$ cat src/sv/assert_macros.svh
// Assertion macros shared by the dead reckoning RTL.
// Every macro expects a clock named clk and an active-low reset named rst_n in scope.
`ifndef ASSERT_MACROS_SVH
`define ASSERT_MACROS_SVH

// Same-cycle implication, checked at every rising edge outside reset.
`define DR_ASSERT_IMPL(label, ante, cons, msg) \
    label: assert property (@(posedge clk) disable iff (!rst_n) (ante) |-> (cons)) \
        else $error(msg);

// Next-cycle implication, checked at every rising edge outside reset.
`define DR_ASSERT_NEXT(label, ante, cons, msg) \
    label: assert property (@(posedge clk) disable iff (!rst_n) (ante) |=> (cons)) \
        else $error(msg);

`endif

$ cat src/sv/dr_mul.sv
// Shared 32x32 unsigned multiplier with a registered product.
// Stand-alone; the sequencer in the top level feeds its operands.
module dr_mul
(
    input  logic        clk,
    input  logic [31:0] a,
    input  logic [31:0] b,
    output logic [63:0] prod
);

    logic [63:0] prod_reg;

    always_ff @(posedge clk)
    begin
        prod_reg <= {32'b0, a} * {32'b0, b};
    end

    assign prod = prod_reg;

endmodule

$ cat config.mk
export PLATFORM = sky130hd
export DESIGN_NAME = dr_mul
export DESIGN_NICKNAME = d
export VERILOG_FILES = /design/src/sv/assert_macros.svh /design/src/sv/dr_mul.sv
export SDC_FILE = /design/constraint.sdc
export NUM_CORES = 2
export LEC_CHECK = 0
export BUFFER_PORTS_ARGS = -buffer_cell sky130_fd_sc_hd__buf_2
export CAP_MARGIN = 20
export CORE_MARGIN = 2
export CORE_UTILIZATION = 60
export CTS_CLUSTER_SIZE = 40
export DETAILED_ROUTE_END_ITERATION = 8
export PLACE_DENSITY = 0.78
export SLEW_MARGIN = 20
export SYNTH_ARGS = -nofsm -noshare
export SYNTH_HDL_FRONTEND = slang
export SYNTH_SLANG_ARGS = --single-unit
$ cat constraint.sdc
create_clock -name clk -period 7.85 [get_ports clk]
set_clock_uncertainty 0.15 [all_clocks]
set_input_delay 0.3925 -clock clk [delete_from_list [all_inputs] [get_ports clk]]
set_output_delay 0.3925 -clock clk [all_outputs]
set_load 0.01 [all_outputs]
# Word level (Yosys, flattened, before mapping)
# Cells that the tools add are included.
dict set report op_classes {
  multipliers 1
}
# op count
set op_table {}
lappend op_table {{multiplier 32 x 32 -> 64 bit} 1}
dict set report totals {
  output_inout_bits 64
  ff_bits 64
  elab_cells 2
  in_bits 65
}

# Logic depth before layout (Yosys ltp)
dict set report logic_depth {
  depth_word 1
  depth_mapped 29
  depth_no_buf 27
}

# Worst setup path before layout
# Ideal clock, no wire load.
dict set report synth_timing {
  path_kind {in2reg}
  startpoint {input a[25]}
  endpoint {register prod_reg[62] (netlist: prod[62])}
  t_arrival_ns 7.074
  path_slack_ns 0.555
  t_required_ns 7.628
  setup_time_ns 0.072
  path_stages 25
  path_buffers 2
  cell_sequence {clkbuf_1 nand2_1 fa_1 inv_1 fa_1 inv_1 fa_1 inv_1 fa_1 fa_1 fa_1 fa_1 inv_1 fa_1 inv_1 ha_1 buf_2 nand4_1 or4_1 or3_1 a31oi_1 a31o_2 a211oi_1 o21ai_1 xor2_1}
}
dict set report synth_via {
  elab_chain_len 1
}
# item line_no
set synth_rtl {}
lappend synth_rtl {{from (decl)} dr_mul.sv:6} ;# input logic [31:0] a,
lappend synth_rtl {{multiplier 32 x 32 -> 64 bit} dr_mul.sv:15} ;# prod_reg <= {32'b0, a} * {32'b0, b};
lappend synth_rtl {{to (signal assigned)} dr_mul.sv:15}
lappend synth_rtl {{to (decl)} dr_mul.sv:11} ;# logic [63:0] prod_reg;
# No other way between the ends.

# Final worst setup path
dict set report layout_timing {
  startpoint {input b[10]}
  endpoint {register prod_reg[63] (netlist: prod[63])}
}
dict set report layout_via {
  elab_chain_len 1
}
# item line_no
set layout_rtl {}
lappend layout_rtl {{from (decl)} dr_mul.sv:7} ;# input logic [31:0] b,
lappend layout_rtl {{multiplier 32 x 32 -> 64 bit} dr_mul.sv:15}
# No other way between the ends.

==> metrics <==
post-synthesis sequential element count=64; CP Capture Type=register; vias in the first global route=28535; most used cell, CP=fa_1; Area growth syn-to-layout=6.17%; Post-synth EDFFs=0; Avg Cell Area, Syn=roughly 9.3 um^2; Post-CTS Hold Buffers=0; clock net sink count=64; RSZ-0062 raised after global routing=false; vias per inst=between 5 and 6; Routed Antenna Nets=0; dpl hpwl=between 70000 and 80000 um; max_slew headroom=0.527; Final GP Congestion=0.950; worst setup margin=between 0.2 and 0.25 ns; Synthesized Nets=between 4000 and 5000; Initial Utilization=0.604; final worst path period need=~7.6 ns; commonest non-fill, non-tap cell in the layout=fa_1; core footprint=roughly 57000 um^2; Gate Count Post-Synth=~3700; initial DRC count=1864; fraction of layout cells with a size suffix above 1=0.0756; largest cells by area after synthesis=fa_1 (52%), and2_1 (11%), ha_1 (9.5%); Place WS=-0.197 ns; Setup Fix Bufs, Post-CTS=0; Critical Path RT=about 8 ns; fin nets=approximately 5000; HP Class=in -> reg; H-tree levels=3; commonest cells after routing, fill and taps aside=fa_1 (896), inv_1 (865), and2_1 (602); Longest Clk Path Bufs=2; post-synthesis cell area=approximately 35000 um^2; CTS tree=done; Worst Path Class, Setup=in -> reg; status=finished, final reports clean; WHS Endpoint=prod[0]; hold path startpoint=b[0]; pin count of the biggest net entering global routing=33; first-pass GRT wire length=around 150000 um; GRT Residual Overflow=0; Critical-path top delay cell=fa_1; cell taking the most area after synthesis=fa_1; placed insts=4547; Critical Path AT=between 7 and 8 ns; Main synth FF type=dfxtp_1; clk root buf=clkbuf_16; area share of the largest cell type after synthesis=0.517; final setup TNS=0 ns; Largest register FFs=64; total track usage=0.319; fin util=0.642; Port Buffers=around 130; Slew Limit Fails=0; largest fanout on the critical path=21; Peak Freq=0.131 GHz; number of primary I/O pins=129; slew of the pin with the lowest slew margin=between 0.7 and 0.8 ns; Routed WL per cell=19.6 um; crit start category=primary input; Cell variety after synth=between 50 and 60; yosys warns=0; Post-Route WL=between 80000 and 90000 um; Reg clk slew, reported paths=0.05 ns; hold-critical path depth=2; die extent in x=around 240 um; initial antenna violation count=6; Final Cycle Share=0.973; row count=between 80 and 90; TritonRoute pass-1 iters=7; Vias=25401; post-CTS sizing=0; Post-Layout Cell Count=roughly 4600; asr flop ratio synth=0; CTS Buf Count=9; die height=244 um; die area=~60000 um^2; max-cap viol count=0; Setup-failing EPs final=0; CP max stage delay=around 0.54 ns; # DRC=0; sequential element share of the synthesized area=0.0369; Fin. Hold Viols=0
-- critical path: cells and delay by family --
kind | cells | cell delay [ns]
adders and majority gates | 9 | 4.20
AOI/OAI and AO/OA | 7 | 1.59
buffers and inverters | 8 | 1.15
and+or+nand+nor | 3 | 0.42
-- worst max-delay path by stage --
stage / from / cells after the start / slack, ns / end
after floorplan: a[25] / 25 / 0.55 / prod[62]
after global placement: b[10] / 27 / -0.06 / prod[63]
after detailed placement: b[8] / 21 / -0.20 / prod[62]
after CTS: b[8] / 21 / 0.14 / prod[62]
after global routing: b[10] / 27 / 0.003 / prod[63]
final: b[10] / 27 / 0.21 / prod[63]
-- cell families (layout without fill, tap and decap cells) --
logic type      after synthesis  after routing  share of synthesized area
compound gates              202            202                     0.0415
xor+xnor                     60             60                     0.0152
fa+ha+maj                  1159           1159                      0.612
buf+inv                    1085           1135                      0.118
flops                        64             64                     0.0369
mux                           1              1                   0.000289
other cells                   0              5                          0
simple gates               1177           1177                      0.176
-- synth_stat cells (all sizes together) (3+ instances only) --
library cell / count
nor3: 7
and3: 14
ha: 263
inv: 865
a31oi: 12
o21bai: 11
buf: 7
a21o: 40
and4: 3
a211oi: 3
o21ai: 26
a21boi: 3
a221o: 4
nand4: 23
xor2: 25
a21oi: 66
or3: 3
o21a: 9
or4: 3
clkbuf: 213
o31ai: 5
and2: 602
nand2: 480
a221oi: 4
dfxtp: 64
nor2: 20
fa: 896
or2: 3
xnor2: 35
o221ai: 3
nand3: 10
-- per-stage QoR --
step                cell area [um^2]  hold WS (ns)
floorplan                      34700         0.370
global placement               36400         0.635
detailed placement             36400         0.635
CTS                            36800         0.537
global route                   36800         0.558
finish                         36800         0.549
-- area by class of cell --
cell class | count | area [um^2]
Multi-Input combinational cell | 2599 | 29300
Clock buffer | 11 | 243
Clock inverter | 5 | 104
Timing Repair Buffer | 254 | 1650
Inverter | 865 | 3250
Antenna cell | 5 | 12.5
Fill cell | 4647 | 20500
Tap cell | 765 | 957
Sequential cell | 64 | 1280
-- per-layer routing --
layer	global-route usage	vias up	routed length, um
li1	-	10940	-
met1	0.382	13088	31700
met2	0.561	1070	46500
met3	0.0385	301	5810
met4	0.173	2	5640
met5	0	-	5
Power is not shown: default switching activity piles up to over one toggle a cycle in this logic, so the estimate is an artifact.
