<file path="config.mk">
export PLATFORM = sky130hd
export DESIGN_NAME = dr_cordic
export DESIGN_NICKNAME = d
export VERILOG_FILES = /design/src/sv/dr_pkg.sv /design/src/sv/dr_cordic.sv
export VERILOG_INCLUDE_DIRS = /design/src /design/src/sv
export SDC_FILE = /design/constraint.sdc
export NUM_CORES = 1
export LEC_CHECK = 0
export BUFFER_PORTS_ARGS = -buffer_cell sky130_fd_sc_hd__clkbuf_2
export CAP_MARGIN = 0
export CORE_MARGIN = 3
export CORE_UTILIZATION = 39
export DETAILED_ROUTE_END_ITERATION = 6
export HOLD_SLACK_MARGIN = 0.15
export PLACE_DENSITY = 0.64
export SYNTH_ARGS = -nofsm -noshare
export SYNTH_HDL_FRONTEND = slang
export SYNTH_SLANG_ARGS = --single-unit
</file>
<file path="constraint.sdc">
create_clock -name clk -period 6.69 [get_ports clk]
set_input_delay 1.0035 -clock clk [delete_from_list [all_inputs] [get_ports clk]]
set_output_delay 1.0035 -clock clk [all_outputs]
set_load 0.1 [all_outputs]
</file>
<file path="src/sv/assert_macros.svh">
// Assertion macros shared by the dead reckoning RTL.
// Every macro expects a clock named clk and an active-low reset named rst_n in scope.
`ifndef ASSERT_MACROS_SVH
`define ASSERT_MACROS_SVH

// Same-cycle implication, checked at every rising edge outside reset.
`define DR_ASSERT_IMPL(label, ante, cons, msg) \
    label: assert property (@(posedge clk) disable iff (!rst_n) (ante) |-> (cons)) \
        else $error(msg);

// Next-cycle implication, checked at every rising edge outside reset.
`define DR_ASSERT_NEXT(label, ante, cons, msg) \
    label: assert property (@(posedge clk) disable iff (!rst_n) (ante) |=> (cons)) \
        else $error(msg);

`endif

</file>
<file path="src/sv/dr_pkg.sv">
// Shared types, constants and helper functions for the dead reckoning block.
// Used by dr_cordic and encoder_imu_dead_reckoning; depends on nothing.
package dr_pkg;

    // Register indexes of the configuration port.
    localparam logic [1:0] REG_DISTANCE_PER_COUNT = 2'd0;
    localparam logic [1:0] REG_GLITCH_LIMIT       = 2'd1;
    localparam logic [15:0] GLITCH_LIMIT_RESET    = 16'd10000;

    // Angles are handled in 1/512 degree.
    localparam logic signed [19:0] TURN_UNITS         = 20'sd184320;
    localparam logic signed [19:0] HALF_TURN_UNITS    = 20'sd92160;
    localparam logic signed [19:0] QUARTER_TURN_UNITS = 20'sd46080;

    // Radians in Q30 = units * RAD_SCALE / 2^21, RAD_SCALE split in 32-bit halves.
    localparam logic [31:0] RAD_SCALE_LO = 32'd3745948243;
    localparam logic [31:0] RAD_SCALE_HI = 32'd17;
    localparam int          RAD_SHIFT    = 21;

    // CORDIC datapath.
    localparam int CW           = 34;
    localparam int TRIG_FRAC    = 30;
    localparam int QUAT_SHIFT   = 15;
    localparam int CORDIC_STEPS = 30;
    localparam int CORDIC_IW    = $clog2(CORDIC_STEPS);
    localparam logic [30:0] CORDIC_GAIN_Q30 = 31'd652032874;

    localparam logic [30:0] ATAN_Q30 [CORDIC_STEPS] = '{
        31'd843314857, 31'd497837829, 31'd263043837, 31'd133525159, 31'd67021687,
        31'd33543516,  31'd16775851,  31'd8388437,   31'd4194283,   31'd2097149,
        31'd1048576,   31'd524288,    31'd262144,    31'd131072,    31'd65536,
        31'd32768,     31'd16384,     31'd8192,      31'd4096,      31'd2048,
        31'd1024,      31'd512,       31'd256,       31'd128,       31'd64,
        31'd32,        31'd16,        31'd8,         31'd4,         31'd2
    };

    // Angle folded into [-90, 90] degrees, as magnitude and sign.
    typedef struct packed {
        logic [15:0] m_abs;
        logic        m_neg;
        logic        fold_neg;
    } ang_red_t;

    // Reduces an angle modulo one turn into [-180, 180) degrees, then folds
    // the outer half circle onto the inner one and flags the sign flip.
    function automatic ang_red_t reduce_angle(logic signed [19:0] units);
        logic signed [19:0] v;
        ang_red_t r;
        v = units;
        if (v < 0)
            v = v + TURN_UNITS;
        if (v < 0)
            v = v + TURN_UNITS;
        if (v >= TURN_UNITS)
            v = v - TURN_UNITS;
        if (v >= HALF_TURN_UNITS)
            v = v - TURN_UNITS;
        r.fold_neg = 1'b0;
        if (v > QUARTER_TURN_UNITS)
        begin
            v = v - HALF_TURN_UNITS;
            r.fold_neg = 1'b1;
        end
        else if (v < -QUARTER_TURN_UNITS)
        begin
            v = v + HALF_TURN_UNITS;
            r.fold_neg = 1'b1;
        end
        r.m_neg = v[19];
        r.m_abs = v[19] ? 16'(-v) : 16'(v);
        return r;
    endfunction

endpackage

</file>
<file path="src/sv/dr_cordic.sv">
// Iterative rotation CORDIC, one micro-rotation per clock over 30 steps.
// Depends on dr_pkg for widths, gain and the arctangent table.
`include "assert_macros.svh"

module dr_cordic
(
    input  logic                       clk,
    input  logic                       rst_n,
    input  logic                       start,
    input  logic signed [dr_pkg::CW-1:0] z_init,
    output logic signed [dr_pkg::CW-1:0] cos_val,
    output logic signed [dr_pkg::CW-1:0] sin_val,
    output logic                       done
);
    import dr_pkg::*;

    logic                  busy_reg;
    logic                  done_reg;
    logic [CORDIC_IW-1:0]  iter_reg;
    logic signed [CW-1:0]  x_reg;
    logic signed [CW-1:0]  y_reg;
    logic signed [CW-1:0]  z_reg;

    logic signed [CW-1:0]  xs;
    logic signed [CW-1:0]  ys;
    logic signed [CW-1:0]  at;
    logic                  last;

    assign xs   = x_reg >>> iter_reg;
    assign ys   = y_reg >>> iter_reg;
    assign at   = $signed(CW'(ATAN_Q30[iter_reg]));
    assign last = (iter_reg == CORDIC_IW'(CORDIC_STEPS - 1));

    always_ff @(posedge clk or negedge rst_n)
    begin
        if (!rst_n)
        begin
            busy_reg <= 1'b0;
            done_reg <= 1'b0;
            iter_reg <= '0;
        end
        else
        begin
            done_reg <= busy_reg && last;
            if (start)
            begin
                busy_reg <= 1'b1;
                iter_reg <= '0;
            end
            else if (busy_reg)
            begin
                if (last)
                    busy_reg <= 1'b0;
                else
                    iter_reg <= iter_reg + 1'b1;
            end
        end
    end

    always_ff @(posedge clk)
    begin
        if (start)
        begin
            x_reg <= $signed(CW'(CORDIC_GAIN_Q30));
            y_reg <= '0;
            z_reg <= z_init;
        end
        else if (busy_reg)
        begin
            if (!z_reg[CW-1])
            begin
                x_reg <= x_reg - ys;
                y_reg <= y_reg + xs;
                z_reg <= z_reg - at;
            end
            else
            begin
                x_reg <= x_reg + ys;
                y_reg <= y_reg - xs;
                z_reg <= z_reg + at;
            end
        end
    end

    assign cos_val = x_reg;
    assign sin_val = y_reg;
    assign done    = done_reg;

    `DR_ASSERT_NEXT(a_cordic_start, start, busy_reg && (iter_reg == '0), "CORDIC did not start")
    `DR_ASSERT_IMPL(a_cordic_done, done_reg, !busy_reg, "CORDIC done while still rotating")

endmodule

</file>
=== Word level (Yosys, flattened, before mapping) ===
Memory sizes are Yosys's and may differ from the RTL's.
Index checks and enable logic that the tools add are counted.

* Add/sub/neg operators: 7
* Multiply operators: 0
* Divide/modulo/power cells: 0
* $lt $le $gt $ge: 1
* Equality and inequality tests: 2
* Shift-type cells: 2
* Multiplexer cells: 13
* Bitwise operators: 1
* Reduce and logical (&&, ||, !) cells: 3

{| class="wikitable"
|+ Operator list
! kind !! count
|-
| $mux 34 || 5
|-
| $add 34x34->34 || 2
|-
| $sshr 34x5->34 || 2
|-
| $sub 34x34->34 || 2
|-
| $mux 31 || 2
|-
| $add 34x32->34 || 1
|-
| $sub 34x32->34 || 1
|-
| $mux 5 || 3
|-
| $ge 6x6->1 const B || 1
|-
| $not 5->6 || 1
|-
| $add 5x1->5 const B || 1
|-
| $eq 5x5->1 const B || 1
|-
| $mux 1 || 3
|-
| $ne 2x2->1 const B || 1
|-
| $reduce_and 2->1 || 1
|-
| $reduce_bool 2->1 || 1
|-
| $logic_and 1x1->1 || 1
|}

* Register bits after elaboration: 109
* Latch bits: 0
* Bits in writable memories: 0
* Memory bits (read-only): 992
* Input bits: 37
* Output and inout port bits: 69
* Word-level logic and storage cells: 36
* Memories kept: 1

{| class="wikitable"
|+ Memories
! memory !! words !! bits a word !! rd ports !! clocked after memory_dff !! write ports !! line !! text
|-
| (name not given) || 32 || 31 || 1 || 0 || 0 || dr_cordic.sv:31 || <nowiki>assign at = $signed(CW'(ATAN_Q30[iter_reg]));</nowiki>
|}

=== Logic depth before layout (Yosys ltp) ===
* Depth after elaboration: 8
* Mapped depth: 31
* Depth with buffers taken out: 24

=== Worst setup path before layout ===
OpenSTA, ideal clock, no wires.

* Kind: reg2reg
* From: register iter_reg[1]
* To: register z_reg[32], data pin
* Library setup time: 0.265 ns
* Arrival: 6.577 ns
* Required time: 6.425 ns
* Setup slack: -0.152 ns
* Cell stages (with the launch flop): 29
* Clock period less this slack: 6.842 ns
* Cell sequence: dfrtp_1 -> inv_1 -> buf_2 -> buf_2 -> buf_2 -> buf_1 -> clkbuf_1 -> ha_1 -> clkbuf_1 -> nor2_1 -> o21ai_0 -> o21ai_0 -> nor4_1 -> nand2_1 -> nor2_1 -> a21oi_1 -> xnor2_1 -> ha_1 -> clkbuf_1 -> a21oi_1 -> o21ai_0 -> o41a_1 -> a311o_1 -> a31oi_1 -> o21ai_0 -> a21oi_1 -> o21ai_0 -> nor4bb_1 -> or3_1

* Cells in the longest elaborated chain, start to end: 8
* Elaborated cells on any way between the ends: 9
* Classes of those cells: add/sub (2); mux (5); bitwise (1); memory (1)

{| class="wikitable"
|+ Ends and longest elaborated chain
! what !! line !! text
|-
| from (decl) || dr_cordic.sv:19 || <nowiki>logic [CORDIC_IW-1:0] iter_reg;</nowiki>
|-
| from (signal assigned) || dr_cordic.sv:55 || <nowiki>iter_reg <= iter_reg + 1'b1;</nowiki>
|-
| $not 5->6 (implied by the code) * || dr_cordic.sv:31 ||
|-
| $mem_v2 32x31 * || -- ||
|-
| $mux 31 (implied by the code) * (2 in series) || dr_cordic.sv:31 ||
|-
| $sub 34x32->34 or $add 34x32->34 (tied branches) || dr_cordic.sv:74, dr_cordic.sv:80 ||
|-
| $mux 34 * || dr_cordic.sv:70 || <nowiki>if (!z_reg[CW-1])</nowiki>
|-
| $mux 34 * || dr_cordic.sv:68 || <nowiki>else if (busy_reg)</nowiki>
|-
| $mux 34 * || dr_cordic.sv:62 || <nowiki>if (start)</nowiki>
|-
| to (signal assigned) || dr_cordic.sv:66 || <nowiki>z_reg <= z_init;</nowiki>
|-
| to (signal assigned) || dr_cordic.sv:74 || <nowiki>z_reg <= z_reg - at;</nowiki>
|-
| to (signal assigned) || dr_cordic.sv:80 || <nowiki>z_reg <= z_reg + at;</nowiki>
|-
| to (decl) || dr_cordic.sv:22 || <nowiki>logic signed [CW-1:0] z_reg;</nowiki>
|}

Mark *: on every way between the ends. The rest lies on a longest branch, timed or not. The select of a mux whose other input is x is not followed.
A chain may end at the register's enable or synchronous reset.

=== Worst setup path in the final report ===
* From: register iter_reg[0]
* To: register z_reg[32], data pin

Same word-level chain as after synthesis.

==> flow_summary_export.csv <==
group,metric,value,unit
setup_path,critPathBufInv,2,
routing,routed_wl,68.4,mm
place,io_buffers,105,
job,drv_cap,0,
setup_path,reg2reg_from,"iter_reg[0]",
global_route,grt_pass1_vias,16500,
sta,final.setup_skew,0.0173,ns
synthesis,ys.flop_type,"dfxtp_1",
synthesis,synth_area_leaders,"mux4_2 9.8%, ha_1 8.3%, dfxtp_1 7.9%",
setup_path,slowest_delay,0.49,ns
synthesis,synth_area_leader_cell,"mux4_2",
final_layout,layout.nets,2353,
synthesis,synthCells,2095,
setup_path,critical_path.cell_chain,"buf_12 > clkinv_2 > ha_1 > nand2_1 > o21ai_0 > a31oi_1 > ha_1 > and3_1 > and3_1 > a21oi_1 > xor2_1 > ha_1 > a21o_1 > a21oi_1 > a21oi_1 > o41a_1 > a311o_1 > a31oi_1 > o21ai_0 > a21oi_1 > o21ai_0 > nor4bb_1 > or3_1",
synthesis,syn_nets,2249,
setup_path,critPathSlowestCell,"o41a_1",
place,hpwl,52.3,mm
place,dpl-instance-area,18900,um2
setup_path,path_class,"reg -> reg",
die,ios,106,
global_route,grt_pass1_wl,102,mm
synthesis,synth_compound_area_share,22.7,%
synthesis,synthArstFlopShare,6.42,%
die,start_util,39.8,%
routing,post_drt_wl_per_cell,24.5,um
routing,post-route-drc-count,0,
synthesis,syn_avg_cell_area,8.25,um2
final_layout,drive_gt1_share,20.3,%
synthesis,yosys_warnings,0,
routing,first_pass_iters,5,
synthesis,synthSimpleGateAreaFrac,17.2,%
routing,ant_nets,0,
setup_path,r2r_cells,23,
die,fp-row-count,76,
setup_path,r2r_setup_slack,0.41,ns
synthesis,synth_top_family_by_area,"compound AO/OA/AOI/OAI gates",
global_route,grt_max_degree,78,
place,place_congestion,1.07,
synthesis,yosysSeqAreaShare,14.8,%
synthesis,synth_fa_ha_area_share,8.60,%
synthesis,synth_edf_count,34,
sta,grt_setup_unrepaired,"true",
synthesis,synth_common_cells,"206 x nor2_1, 182 x a21oi_1, 180 x nand2_1",
synthesis,synth_cell_types,93,
setup_path,cp-end-kind,"flop",
setup_path,cp-start-kind,"flop",
routing,vias,17700,
synthesis,synth_xor_area_share,8.97,%
setup_path,cp.required,6.85,ns
sta,max_freq,159,MHz
setup_path,crit_path_frequent_cell,"a21oi_1",
sta,fin_crit,6.28,ns
routing,viasPerCell,6.36,
die,core-area,43500,um2
synthesis,ys_ff_latch,109,
cts,cts-root-buf,"clkbuf_16",
synthesis,synth_most_common_cell,"nor2_1",
die,die_y,217,um
global_route,grt_util_met3,5.33,%
final_layout,syn_to_final_growth,12.1,%
sta,finalCritPeriodShare,93.8,%
cts,cts_num_sinks,109,
outcome,status,"finished clean",
routing,drt_iter0_drc,1848,
global_route,groute.layer.met2.usage,43.3,%
worst_hold_path,hold_class,"in -> async",
synthesis,synthesis.area,17300,um2
global_route,grt_antenna_before_repair,2,
cts,clock_latency,0.41,ns
die,die-width,217,um
sta,worst_pin_slew,1.20,ns
cts,h-tree-depth,3,
global_route,grtUsageTotal,28.0,%
sta,max_slew_margin,20.0,%
setup_path,crit_fanout,21,
cts,cts.clk_slew.worst_paths,0.08,ns
sta,finalSetupViolations,0,
setup_path,arrival,6.44,ns
setup_path,rr_endpoint,"z_reg[32]",
die,die_area,46900,um2
sta,final_hold_viol_count,0,
sta,finalMaxSlewViolations,0,
final_layout,post-route-cell-area,19400,um2
final_layout,diodes,0,
cts,clockBufferDepth,2,
synthesis,synth_top_area_share,9.77,%
global_route,use_met1,38.8,%
global_route,grt_most_used_layer,"met2",
setup_path,cp_top_family,"compound AO/OA/AOI/OAI gates",
synthesis,synth_mux_area_share,22.4,%
cts,cts_buffers,9,
global_route,grt-ovfl-total,0,
cts,cts_tree,"done",
what timing repair did:
| item | CTS | global route |
|---|---|---|
| setup buffers | 0 | 6 |
| gates resized for setup | 0 | 9 |
| hold buffers | 0 | 0 |
| endpoints found under the setup margin | 0 | 18 |
routing by layer:
metal	share of wire, %	wire length [um]
met4	4.0	2740
met3	8.9	6070
met1	43	29700
met2	44	29800
met5	0	0
area by class of cell:
cell class	count	area [um2]
Clock buffer	10	229
Clock inverter	6	85.1
Fill cell	4345	24100
Inverter	52	200
Multi-Input combinational cell	1782	13900
Sequential cell	109	2570
Tap cell	585	732
Timing Repair Buffer	245	1700
metrics by stage:
stage	hold slack [ns]	instances	setup slack, ns	TNS, ns	util (%)
floorplan	0.649	2095	0.136	0	-
global placement	0.514	2766	0.281	0	43.6
detailed placement	0.514	2766	0.269	0	43.6
CTS	0.434	2782	0.214	0	44.3
global route	0.448	2789	-0.0529	-0.0923	44.6
finish	0.451	2789	0.413	0	44.6
logic make-up after synthesis:
logic type	Yosys count
AOI/OAI and AO/OA	606
xor gates and xnor gates	177
and+or+nand+nor	627
muxes	255
buffers and inverters	204
DFF	109
adders and majority gates	117
worst max-delay path by stage:
stage,startpoint,to,cells past startpoint
final,iter_reg[0],z_reg[32],23
after detailed placement,iter_reg[0],sin_val[31],22
after CTS,iter_reg[0],sin_val[31],22
after floorplan,iter_reg[1],z_reg[32],28
after global placement,iter_reg[0],sin_val[31],22
after global routing,iter_reg[0],sin_val[31],27
cell usage in the layout (no fill, tap or decap), types with 25 or more instances in the layout:
| cell | Yosys | layout |
|---|---|---|
| xnor2_1 | 107 | 107 |
| a211oi_1 | 27 | 27 |
| nor2_1 | 206 | 205 |
| nor2b_1 | 31 | 31 |
| buf_4 | 5 | 131 |
| o21ai_0 | 131 | 130 |
| ha_1 | 114 | 114 |
| xor2_1 | 70 | 70 |
| clkbuf_2 | 0 | 105 |
| a31oi_1 | 25 | 25 |
| nor3_1 | 49 | 47 |
| edfxtp_1 | 34 | 34 |
| mux4_2 | 75 | 75 |
| mux2i_1 | 99 | 99 |
| inv_1 | 50 | 49 |
| nand2_1 | 180 | 180 |
| a21oi_1 | 182 | 182 |
| mux2_2 | 61 | 61 |
| a21o_1 | 45 | 45 |
| nand3_1 | 25 | 25 |
| dfxtp_1 | 68 | 68 |
Power is not shown: default switching activity piles up to over one toggle a cycle in this logic, so the estimate is an artifact.
